[config.mk]
export PLATFORM = sky130hd
export DESIGN_NAME = scd_ctrl
export DESIGN_NICKNAME = d
export VERILOG_FILES = /design/src/rtl/scd_pkg.sv /design/src/rtl/scd_ctrl.sv
export SDC_FILE = /design/constraint.sdc
export NUM_CORES = 1
export LEC_CHECK = 0
export ABC_CLOCK_PERIOD_IN_PS = 2400
export BUFFER_PORTS_ARGS = -buffer_cell sky130_fd_sc_hd__buf_2
export CELL_PAD_IN_SITES_DETAIL_PLACEMENT = 1
export CELL_PAD_IN_SITES_GLOBAL_PLACEMENT = 1
export CORE_UTILIZATION = 44
export DETAILED_ROUTE_END_ITERATION = 10
export GPL_ROUTABILITY_DRIVEN = 0
export GPL_TIMING_DRIVEN = 0
export PLACE_DENSITY_LB_ADDON = 0.15
export SKIP_CTS_REPAIR_TIMING = 1
export SLEW_MARGIN = 5
export SYNTH_ARGS = -nofsm -noshare
export SYNTH_HDL_FRONTEND = slang
export SYNTH_SLANG_ARGS = --single-unit
[constraint.sdc]
create_clock -name clk -period 2.4 [get_ports clk]
set_input_delay 0.36 -clock clk [delete_from_list [all_inputs] [get_ports clk]]
set_output_delay 0.36 -clock clk [all_outputs]
set_load 0.05 [all_outputs]
[src/rtl/scd_pkg.sv]
// Shared types, codes and constants for the sample clock discipline block.
// Used by scd_dp, scd_ctrl, the top level and the testbench; depends on nothing.
`timescale 1ns / 1ps
`default_nettype none

package scd_pkg;

	// Time format default: fractional bits of a second
	localparam int TIME_FRAC_BITS_DEF = 32;

	// Shared divider geometry
	localparam int DIV_NUM_W = 128;
	localparam int DIV_DEN_W = 84;
	localparam int DIV_Q_W   = 64;

	// Configuration port
	localparam int CFG_IDX_W  = 2;
	localparam int CFG_DATA_W = 64;

	localparam logic [19:0] NOMINAL_RST = 20'd48000;
	localparam logic [15:0] BLOCK_RST   = 16'd1024;
	localparam logic [31:0] Q30_ONE     = 32'h4000_0000;
	localparam logic [2:0]  SKIP_LIMIT  = 3'd3;

	typedef enum logic [CFG_IDX_W-1:0] {
		CFG_NOMINAL = 2'd0,
		CFG_BLOCK   = 2'd1,
		CFG_SKIP    = 2'd2,
		CFG_PRESET  = 2'd3
	} cfg_idx_t;

	typedef enum logic [1:0] {
		PH_RESTART = 2'd0,
		PH_PRERUN  = 2'd1,
		PH_SETUP   = 2'd2,
		PH_RUN     = 2'd3
	} phase_t;

	typedef enum logic [1:0] {
		CAUSE_NONE   = 2'd0,
		CAUSE_RATE   = 2'd1,
		CAUSE_DRIFT  = 2'd2,
		CAUSE_OFFSET = 2'd3
	} cause_t;

	// Datapath operations issued by the controller
	typedef enum logic [5:0] {
		OP_NOP,
		OP_LOAD,
		OP_BUF_ADD,
		OP_RESTART,
		OP_MUL_ELO,
		OP_MUL_EHI,
		OP_ADD_EL,
		OP_DIV_PRE,
		OP_PRE_FIN,
		OP_MUL_FN,
		OP_DIV_EXP,
		OP_EXP_FIN,
		OP_DIV_ERR,
		OP_ERR_FIN,
		OP_MUL_EB,
		OP_MUL_GAIN,
		OP_DEFER,
		OP_GAIN_LO,
		OP_GAIN_HI,
		OP_GAIN_FIN,
		OP_SETUP_FIN,
		OP_RUN_UPD,
		OP_OFFSET,
		OP_DIV_LIM,
		OP_LIM_FIN,
		OP_DIV_D,
		OP_D_FIN,
		OP_DIV_SLEW,
		OP_RUN_FIN,
		OP_BLK_PREP,
		OP_DIV_BLK,
		OP_BLK_FIN,
		OP_PUBLISH
	} dp_op_t;

	typedef enum logic [5:0] {
		ST_IDLE,
		ST_DISPATCH,
		ST_BUF_ADD,
		ST_CHECK,
		ST_RESTART,
		ST_MUL_ELO,
		ST_MUL_EHI,
		ST_ADD_EL,
		ST_DIV_PRE,
		ST_PRE_FIN,
		ST_MUL_FN,
		ST_DIV_EXP,
		ST_EXP_FIN,
		ST_DIV_ERR,
		ST_ERR_FIN,
		ST_MUL_EB,
		ST_MUL_GAIN,
		ST_DEF_CHK,
		ST_DEFER,
		ST_GAIN_LO,
		ST_GAIN_HI,
		ST_GAIN_FIN,
		ST_SETUP_FIN,
		ST_RUN_UPD,
		ST_OFFSET,
		ST_DIV_LIM,
		ST_LIM_FIN,
		ST_DIV_D,
		ST_D_FIN,
		ST_DIV_SLEW,
		ST_RUN_FIN,
		ST_BLK_PREP,
		ST_DIV_BLK,
		ST_BLK_FIN,
		ST_WAIT,
		ST_PUB
	} state_t;

	typedef struct packed {
		dp_op_t op;
		logic   div_start;
	} cmd_t;

	typedef struct packed {
		logic   blk_op;
		phase_t phase;
		logic   skip;
		logic   prerun_go;
		logic   loop_go;
		logic   defer_go;
		logic   div_done;
	} sts_t;

endpackage

`default_nettype wire

[src/rtl/scd_ctrl.sv]
// Controller state machine: sequences datapath operations per transaction.
// Depends on scd_pkg; talks to scd_dp through cmd_t and sts_t.
`timescale 1ns / 1ps
`default_nettype none

module scd_ctrl
	import scd_pkg::*;
(
	input  wire logic clk,
	input  wire logic arst_n,
	input  wire logic in_valid,
	output logic      in_ready,
	output logic      out_valid,
	input  wire logic out_ready,
	input  wire sts_t sts,
	output cmd_t      cmd
);

	state_t state_q, state_d;
	state_t ret_q, ret_d;
	logic   out_valid_q;
	logic   pub_fire;

	assign pub_fire = (state_q == ST_PUB) && (!out_valid_q || out_ready);

	// next state
	always_comb begin
		state_d = state_q;
		ret_d   = ret_q;
		unique case (state_q)
			ST_IDLE:     if (in_valid) state_d = ST_DISPATCH;
			ST_DISPATCH: begin
				if (sts.blk_op)
					state_d = (sts.phase == PH_RUN) ? ST_BLK_PREP : ST_PUB;
				else
					state_d = ST_BUF_ADD;
			end
			ST_BUF_ADD:  state_d = ST_CHECK;
			ST_CHECK: begin
				unique case (sts.phase)
					PH_RESTART: state_d = ST_RESTART;
					PH_PRERUN:  state_d = sts.prerun_go ? ST_MUL_ELO : ST_PUB;
					default:    state_d = (sts.skip || !sts.loop_go) ? ST_PUB : ST_MUL_FN;
				endcase
			end
			ST_RESTART:  state_d = ST_CHECK;
			ST_MUL_ELO:  state_d = ST_MUL_EHI;
			ST_MUL_EHI:  state_d = ST_ADD_EL;
			ST_ADD_EL:   state_d = ST_DIV_PRE;
			ST_DIV_PRE: begin
				state_d = ST_WAIT;
				ret_d   = ST_PRE_FIN;
			end
			ST_PRE_FIN:  state_d = ST_PUB;
			ST_MUL_FN:   state_d = ST_DIV_EXP;
			ST_DIV_EXP: begin
				state_d = ST_WAIT;
				ret_d   = ST_EXP_FIN;
			end
			ST_EXP_FIN:  state_d = ST_DIV_ERR;
			ST_DIV_ERR: begin
				state_d = ST_WAIT;
				ret_d   = ST_ERR_FIN;
			end
			ST_ERR_FIN:  state_d = ST_MUL_EB;
			ST_MUL_EB:   state_d = ST_MUL_GAIN;
			ST_MUL_GAIN: state_d = ST_DEF_CHK;
			ST_DEF_CHK: begin
				if (sts.phase == PH_RUN && sts.defer_go)
					state_d = ST_DEFER;
				else
					state_d = ST_GAIN_LO;
			end
			ST_DEFER:    state_d = ST_PUB;
			ST_GAIN_LO:  state_d = ST_GAIN_HI;
			ST_GAIN_HI:  state_d = ST_GAIN_FIN;
			ST_GAIN_FIN: state_d = (sts.phase == PH_SETUP) ? ST_SETUP_FIN : ST_RUN_UPD;
			ST_SETUP_FIN: state_d = ST_PUB;
			ST_RUN_UPD:  state_d = ST_OFFSET;
			ST_OFFSET:   state_d = ST_DIV_LIM;
			ST_DIV_LIM: begin
				state_d = ST_WAIT;
				ret_d   = ST_LIM_FIN;
			end
			ST_LIM_FIN:  state_d = ST_DIV_D;
			ST_DIV_D: begin
				state_d = ST_WAIT;
				ret_d   = ST_D_FIN;
			end
			ST_D_FIN:    state_d = ST_DIV_SLEW;
			ST_DIV_SLEW: begin
				state_d = ST_WAIT;
				ret_d   = ST_RUN_FIN;
			end
			ST_RUN_FIN:  state_d = ST_PUB;
			ST_BLK_PREP: state_d = ST_DIV_BLK;
			ST_DIV_BLK: begin
				state_d = ST_WAIT;
				ret_d   = ST_BLK_FIN;
			end
			ST_BLK_FIN:  state_d = ST_PUB;
			ST_WAIT:     if (sts.div_done) state_d = ret_q;
			ST_PUB:      if (pub_fire) state_d = ST_IDLE;
			default:     state_d = ST_IDLE;
		endcase
	end

	// outputs
	always_comb begin
		cmd.op        = OP_NOP;
		cmd.div_start = 1'b0;
		unique case (state_q)
			ST_IDLE:      cmd.op = in_valid ? OP_LOAD : OP_NOP;
			ST_BUF_ADD:   cmd.op = OP_BUF_ADD;
			ST_RESTART:   cmd.op = OP_RESTART;
			ST_MUL_ELO:   cmd.op = OP_MUL_ELO;
			ST_MUL_EHI:   cmd.op = OP_MUL_EHI;
			ST_ADD_EL:    cmd.op = OP_ADD_EL;
			ST_DIV_PRE: begin
				cmd.op        = OP_DIV_PRE;
				cmd.div_start = 1'b1;
			end
			ST_PRE_FIN:   cmd.op = OP_PRE_FIN;
			ST_MUL_FN:    cmd.op = OP_MUL_FN;
			ST_DIV_EXP: begin
				cmd.op        = OP_DIV_EXP;
				cmd.div_start = 1'b1;
			end
			ST_EXP_FIN:   cmd.op = OP_EXP_FIN;
			ST_DIV_ERR: begin
				cmd.op        = OP_DIV_ERR;
				cmd.div_start = 1'b1;
			end
			ST_ERR_FIN:   cmd.op = OP_ERR_FIN;
			ST_MUL_EB:    cmd.op = OP_MUL_EB;
			ST_MUL_GAIN:  cmd.op = OP_MUL_GAIN;
			ST_DEFER:     cmd.op = OP_DEFER;
			ST_GAIN_LO:   cmd.op = OP_GAIN_LO;
			ST_GAIN_HI:   cmd.op = OP_GAIN_HI;
			ST_GAIN_FIN:  cmd.op = OP_GAIN_FIN;
			ST_SETUP_FIN: cmd.op = OP_SETUP_FIN;
			ST_RUN_UPD:   cmd.op = OP_RUN_UPD;
			ST_OFFSET:    cmd.op = OP_OFFSET;
			ST_DIV_LIM: begin
				cmd.op        = OP_DIV_LIM;
				cmd.div_start = 1'b1;
			end
			ST_LIM_FIN:   cmd.op = OP_LIM_FIN;
			ST_DIV_D: begin
				cmd.op        = OP_DIV_D;
				cmd.div_start = 1'b1;
			end
			ST_D_FIN:     cmd.op = OP_D_FIN;
			ST_DIV_SLEW: begin
				cmd.op        = OP_DIV_SLEW;
				cmd.div_start = 1'b1;
			end
			ST_RUN_FIN:   cmd.op = OP_RUN_FIN;
			ST_BLK_PREP:  cmd.op = OP_BLK_PREP;
			ST_DIV_BLK: begin
				cmd.op        = OP_DIV_BLK;
				cmd.div_start = 1'b1;
			end
			ST_BLK_FIN:   cmd.op = OP_BLK_FIN;
			ST_PUB:       cmd.op = pub_fire ? OP_PUBLISH : OP_NOP;
			default:      cmd.op = OP_NOP;
		endcase
	end

	assign in_ready  = (state_q == ST_IDLE);
	assign out_valid = out_valid_q;

	always_ff @(posedge clk or negedge arst_n) begin
		if (!arst_n) begin
			state_q     <= ST_IDLE;
			ret_q       <= ST_IDLE;
			out_valid_q <= 1'b0;
		end else begin
			state_q <= state_d;
			ret_q   <= ret_d;
			// result slot: filled on publish, emptied on accept
			if (pub_fire)
				out_valid_q <= 1'b1;
			else if (out_ready)
				out_valid_q <= 1'b0;
		end
	end

endmodule

`default_nettype wire

==> summary.md, run 1 <==
| Metric | Value |
|---|---|
| Reg2Reg Setup Slack | roughly 0.38 ns |
| CP max FO | 10 |
| GRT Total Usage | between 30% and 40% |
| Synth-to-Final Area Change | 19.42% |
| Initial DRC count | between 100 and 150 |
| Slowest stage cell, crit path | dfrtp_2 |
| Placed insts | between 200 and 250 |
| Clk_skew | around 0.0095 ns |
| Die ar. | around 3200 sq um |
| Slew @ Worst Pin | around 0.56 ns |
| Worst-skew pair later-pin latency | ~0.29 ns |
| Fin nets | 216 |
| Layout cells sized above 1 | a little over a quarter |
| Fin crit share | between 90% and 100% |
| Port Buffers | 20 |
| Clk pin slew, worst setup/hold paths | 0.08 ns |
| TritonCTS Buffers | 3 |
| Die width | 56.38 microns |
| Final ANT Viol Nets | 0 |
| Synth Cell Area | between 1000 and 1500 sq um |
| Post-Syn Nets | between 150 and 200 |
| DP Worst Slack | 0.1485 ns |
| Max-Cap Viols | 0 |
| Critical path class | reg -> out |
| Crit. End Element | output port |
| Htree depth | 1 |
| Largest net degree at the start of global routing | 14 |
| DRC | 0 |
| Worst hold path class | in -> reg |
| Diode count | 0 |
| Post-synthesis register bit count | 13 |
| Via/cell ratio | about 6.7 |
| Worst rel slew slack | 62.68% |
| Final slew viol count | 0 |
| Crit-path leading delay family | buffers and inverters |
| Commonest cells after routing, fill and taps aside | 22 x nand2_1, 17 x buf_2, 13 x nor2_1 |
| Synth Flop Type | dfrtp_1 |
| Netlist cell types | 53 |
| Die height | 56.38 microns |
| Async SR Flop Fraction | 100.0% |
| Pre-antenna DRT Iters | 4 |
| Vias in the first global route | roughly 1,500 |
| Synth Area per Inst | between 7 and 8 sq um |
| Final wirelength | approximately 4900 microns |
| Status | complete, no violations |
| Finished Layout Cells | 234 |
| Via count | 1,567 |
| Commonest non-fill, non-tap cell in the layout | nand2_1 |
| Synth warn | 0 |
| Worst path max stage delay | ~0.46 ns |
| Sequential share of the synthesized area | about a quarter |
| FP Rows | 19 |
| Maximum clock path buffer count | 2 |
| CTS tree | yes |
| Worst setup margin | 0.03749 ns |
| Gr ovfl total | 0 |
| Initial cell density of the core | about 47% |
| Post-DP HPWL | between 3000 and 4000 microns |
| Final setup viols | 0 |
| Core footprint | ~2800 sq um |
| CTS sink cnt | 13 |
| Cell Chain, Critical Path | buf_2, clkbuf_4, nor3_4, a21oi_1, o31ai_2, buf_4 |
| Worst EP required | 2.04 ns |
| Initial antenna violation count | 0 |
| Num ports | 21 |
| Fmax | between 400 and 500 MHz |
| CP startpoint kind | flip-flop |
| First-pass GRT wire length | 7728 microns |
| Final hold viol count | 0 |
| Drt wl/cell | between 20 and 25 microns |
| Post-synthesis cell count | between 150 and 200 |
| Critical path buffer and inverter count | 3 |
| EDFF count, synth | 0 |
| Final min period | about 2.4 ns |
| Critical path data arrival time | 2.00 ns |
| CTS root buffer | clkbuf_4 |
flip-flops by register name, summed over array words and instances (netlist names):
name	flops
state_q	6
ret_q	6
out_valid	1
area by class of cell:
cell class / instances / area [sq um]
tap: 31 / 38.79
sequential: 13 / 327.8
clock buffer: 4 / 26.28
buffer: 15 / 103.9
timing repair buffer: 21 / 120.1
inverter: 9 / 33.78
fill: 364 / 1227
multi-input combinational: 141 / 903.4
cell usage after synthesis (all sizes together), types with 4 or more instances:
| master | count | area [sq um] |
|---|---|---|
| nand2 | 23 | 86.33 |
| nor2 | 17 | 68.81 |
| dfrtp | 13 | 325.3 |
| buf | 10 | 62.56 |
| a21oi | 9 | 45.04 |
| inv | 8 | 30.03 |
| nand2b | 8 | 50.05 |
| nand3 | 7 | 35.03 |
| a31oi | 6 | 37.54 |
| nor3 | 6 | 30.03 |
| o21ai | 6 | 30.03 |
| clkbuf | 5 | 18.77 |
| nor2b | 5 | 38.78 |
| o22ai | 5 | 31.28 |
| a22oi | 4 | 30.03 |
| o31ai | 4 | 30.03 |
metrics by stage:
step / hold slack [ns] / TNS, ns / utilization [%] / cell area (sq um)
global placement: 0.2648 / 0 / 52.36 / 1456
finish: 0.3969 / 0 / 55.87 / 1554
CTS: -0.03967 / -0.4599 / 53.31 / 1483
detailed placement: 0.2708 / 0 / 52.36 / 1456
global route: 0.4288 / -0.06826 / 55.87 / 1554
floorplan: 0.06441 / 0 / - / 1318
kinds of logic after synthesis:
| logic type | count (synthesis) | synth area share (%) |
|---|---|---|
| AND/OR/NAND/NOR | 78 | 30.48 |
| AO/OA/AOI/OAI | 57 | 31.35 |
| adder cells (fa/ha/maj) | 1 | 0.7693 |
| buffers and inverters | 24 | 8.846 |
| XOR/XNOR | 4 | 2.693 |
| multiplexers | 1 | 0.8653 |
| flip-flops | 13 | 25.00 |
metal layers:
| metal | track usage (%) | vias to the layer above | routed length [microns] |
|---|---|---|---|
| met5 | 0 | - | 0 |
| met4 | 5.575 | 0 | 107 |
| met3 | 5.760 | 14 | 366 |
| met2 | 52.04 | 77 | 2350 |
| met1 | 43.49 | 765 | 2094 |
| li1 | - | 711 | - |
worst register-to-register path, delay by kind of cell (launching register included):
family	cells	cell delay, ns
flip-flops	1	0.46
XOR/XNOR	1	0.19
AO/OA/AOI/OAI	3	0.67
buffers and inverters	1	0.45
AND/OR/NAND/NOR	1	0.12
worst paths after layout:
kind | endpoint | depth (start not counted) | start
hold reg to reg | ret_q[1] | 2 | ret_q[1]
hold / removal | state_q[0] | 3 | out_ready
setup reg to reg | state_q[0] | 6 | state_q[5]
max in group asynchronous | state_q[2] | 2 | arst_n
min in group asynchronous | state_q[1] | 2 | arst_n
setup / recovery | cmd[1] | 6 | state_q[3]
Power of run 1 is not shown: default switching activity piles up to over one toggle a cycle in this logic, so the estimate is an artifact.
==> inputs of run 2 (changes only) <==
- CTS_CLUSTER_DIAMETER: unset -> 200
- SETUP_SLACK_MARGIN: unset -> 0.1
==> run 2 against run 1 <==
Sequential cell count did not move; clock skew shrank 0.0028 ns; critical path depth up 1; cell count increased by 1.7%; global-route usage is 2.0 points higher; critical endpoint unchanged.
==> summary.md, run 2 (synthesis results as in run 1) <==
| Metric | Value |
|---|---|
| FP Rows | 19 (unchanged) |
| Cell Area, Placed | 1463 sq um (+0.43%) |
| Commonest non-fill, non-tap cell in the layout | nand2_1 |
| Slowest stage cell, crit path | dfrtp_1 |
| Post-DP HPWL | 3646 microns (about the same) |
| Critical path data arrival time | 1.96 ns (-0.04 ns) |
| GRT Total Usage | 33.54% (+2.0 points) |
| Top routing layer in use | met4 |
| First-pass GRT wire length | 8231 microns (+6.5%) |
| Commonest cells after routing, fill and taps aside | 22 x nand2_1, 16 x buf_2, 13 x nor2_1 |
| CTS sink cnt | 13 (unchanged) |
| Diode count | 0 (unchanged) |
| Multi-input logic area | 937.1 sq um (+3.7%) |
| Fin crit share | 96.78% (-1.7 points) |
| Gr ovfl total | 0 (unchanged) |
| Reg2Reg Setup Slack | 0.41 ns (+0.03 ns) |
| Port Buffers | 20 (unchanged) |
| Crit. End Element | output port |
| Die ar. | 3179 sq um (unchanged) |
| Fmax | 430.5 MHz (+1.7%) |
| Cell Chain, Critical Path | buf_6, clkbuf_2, nand2b_1, a21oi_1, a21oi_1, o31ai_2, buf_6 |
| Status | complete, no violations |
| CTS tree | yes |
| CTS root buffer | clkbuf_4 |
| Die height | 56.38 microns (unchanged) |
| Crit-path leading delay family | buffers and inverters |
| Vias in the first global route | 1,676 (+11%) |
| Final slew viol count | 0 (unchanged) |
| Fillers | 352 (-3.3%) |
| Final ANT Viol Nets | 0 (unchanged) |
| Maximum clock path buffer count | 2 (unchanged) |
| Largest net degree at the start of global routing | 14 (unchanged) |
| DRT met1 WL | 2072 microns (-1.1%) |
| Worst-skew pair later-pin latency | 0.29 ns (about the same) |
| Worst hold path class | in -> reg |
| Metal2 WL | 2439 microns (+3.8%) |
| Drt wl/cell | 22.68 microns (+7.9%) |
| Layout cells sized above 1 | 30.92% (+4.8 points) |
| CP max FO | 10 (unchanged) |
| Pre-antenna DRT Iters | 6 (+2) |
| Worst setup margin | 0.07719 ns (+0.03970 ns) |
| Initial cell density of the core | 46.78% (unchanged) |
| Worst EP required | 2.04 ns (about the same) |
| Final wirelength | 5398 microns (+9.8%) |
| Final setup viols | 0 (unchanged) |
| Core footprint | 2781 sq um (unchanged) |
| Via/cell ratio | 7.139 (+6.6%) |
| Worst path max stage delay | 0.40 ns (-0.06 ns) |
| Clk pin slew, worst setup/hold paths | 0.09 ns (about the same) |
| DP Worst Slack | 0.1268 ns (-0.02167 ns) |
| Synth-to-Final Area Change | 25.96% |
| Worst rel slew slack | 63.66% (+0.97 points) |
| Via count | 1,699 (+8.4%) |
| CP startpoint kind | flip-flop |
| Die width | 56.38 microns (unchanged) |
| TritonCTS Buffers | 3 (unchanged) |
| Final min period | 2.323 ns (-0.03970 ns) |
| Fin nets | 220 (+1.9%) |
| DRC | 0 (unchanged) |
| Critical path class | reg -> out |
| Initial antenna violation count | 0 (unchanged) |
| Fin area | 1639 sq um (+5.5%) |
| Htree depth | 1 (unchanged) |
| Critical path buffer and inverter count | 3 (unchanged) |
| Register Area | 327.8 sq um (unchanged) |
| Clk_skew | 0.006687 ns (-0.002805 ns) |
| Num ports | 21 (unchanged) |
| Fin Setup TNS | 0 ns (unchanged) |
| Final hold viol count | 0 (unchanged) |
| Max-Cap Viols | 0 (unchanged) |
| Initial DRC count | 145 (+22%) |
| Slew @ Worst Pin | 0.5401 ns (-0.01959 ns) |
| Met3 WL | 594 microns (+62%) |
==> run 2: cell count changes in the layout (fill, tap and decap cells not counted), moves of 3 or more <==
cell	previous run	this run
buf_4	1	6
buf_6	3	7
clkbuf_1	5	2
clkbuf_2	1	4
clkbuf_4	12	8
==> run 2: cell type report <==
cell class	count	share of cell area, %
well taps	31	2.366
clock buffers	4	1.603
inverters	9	2.061
flip-flops and latches	13	20.00
multi-input cells	141	57.18
plain buffers	15	7.176
repair buffers	25	9.618
==> run 2: worst paths after layout <==
| kind | from | endpoint | depth (start not counted) |
|---|---|---|---|
| max reg2reg | state_q[3] | state_q[5] | 6 |
| max | state_q[1] | cmd[1] | 7 |
| min reg2reg | ret_q[3] | ret_q[3] | 1 |
| min in group asynchronous | arst_n | ret_q[5] | 2 |
| max in group asynchronous | arst_n | state_q[2] | 2 |
| min | out_ready | state_q[0] | 3 |
==> run 2: worst min-delay path, cell delays in order <==
cell and delay [ns]:
buf_2 0.08, nor2b_1 0.07, o2bb2ai_1 0.13
==> run 2: per-layer routing <==
layer / global-route usage (%) / vias to the layer above
met1: 44.79 / 806
li1: - / 717
met4: 12.54 / 0
met5: 0 / -
met2: 54.25 / 139
met3: 5.530 / 37
==> run 2: metrics by stage <==
stage | cells | hold WS [ns] | util (%)
3_5_place_dp | 229 | 0.2711 | 52.59
3_3_place_gp | 229 | 0.2649 | 52.59
5_1_grt | 238 | 0.3968 | 58.93
2_1_floorplan | 178 | 0.06441 | -
4_1_cts | 233 | -0.03826 | 53.53
6_report | 238 | 0.3864 | 58.93
Power of run 2 is left out for the same reason.
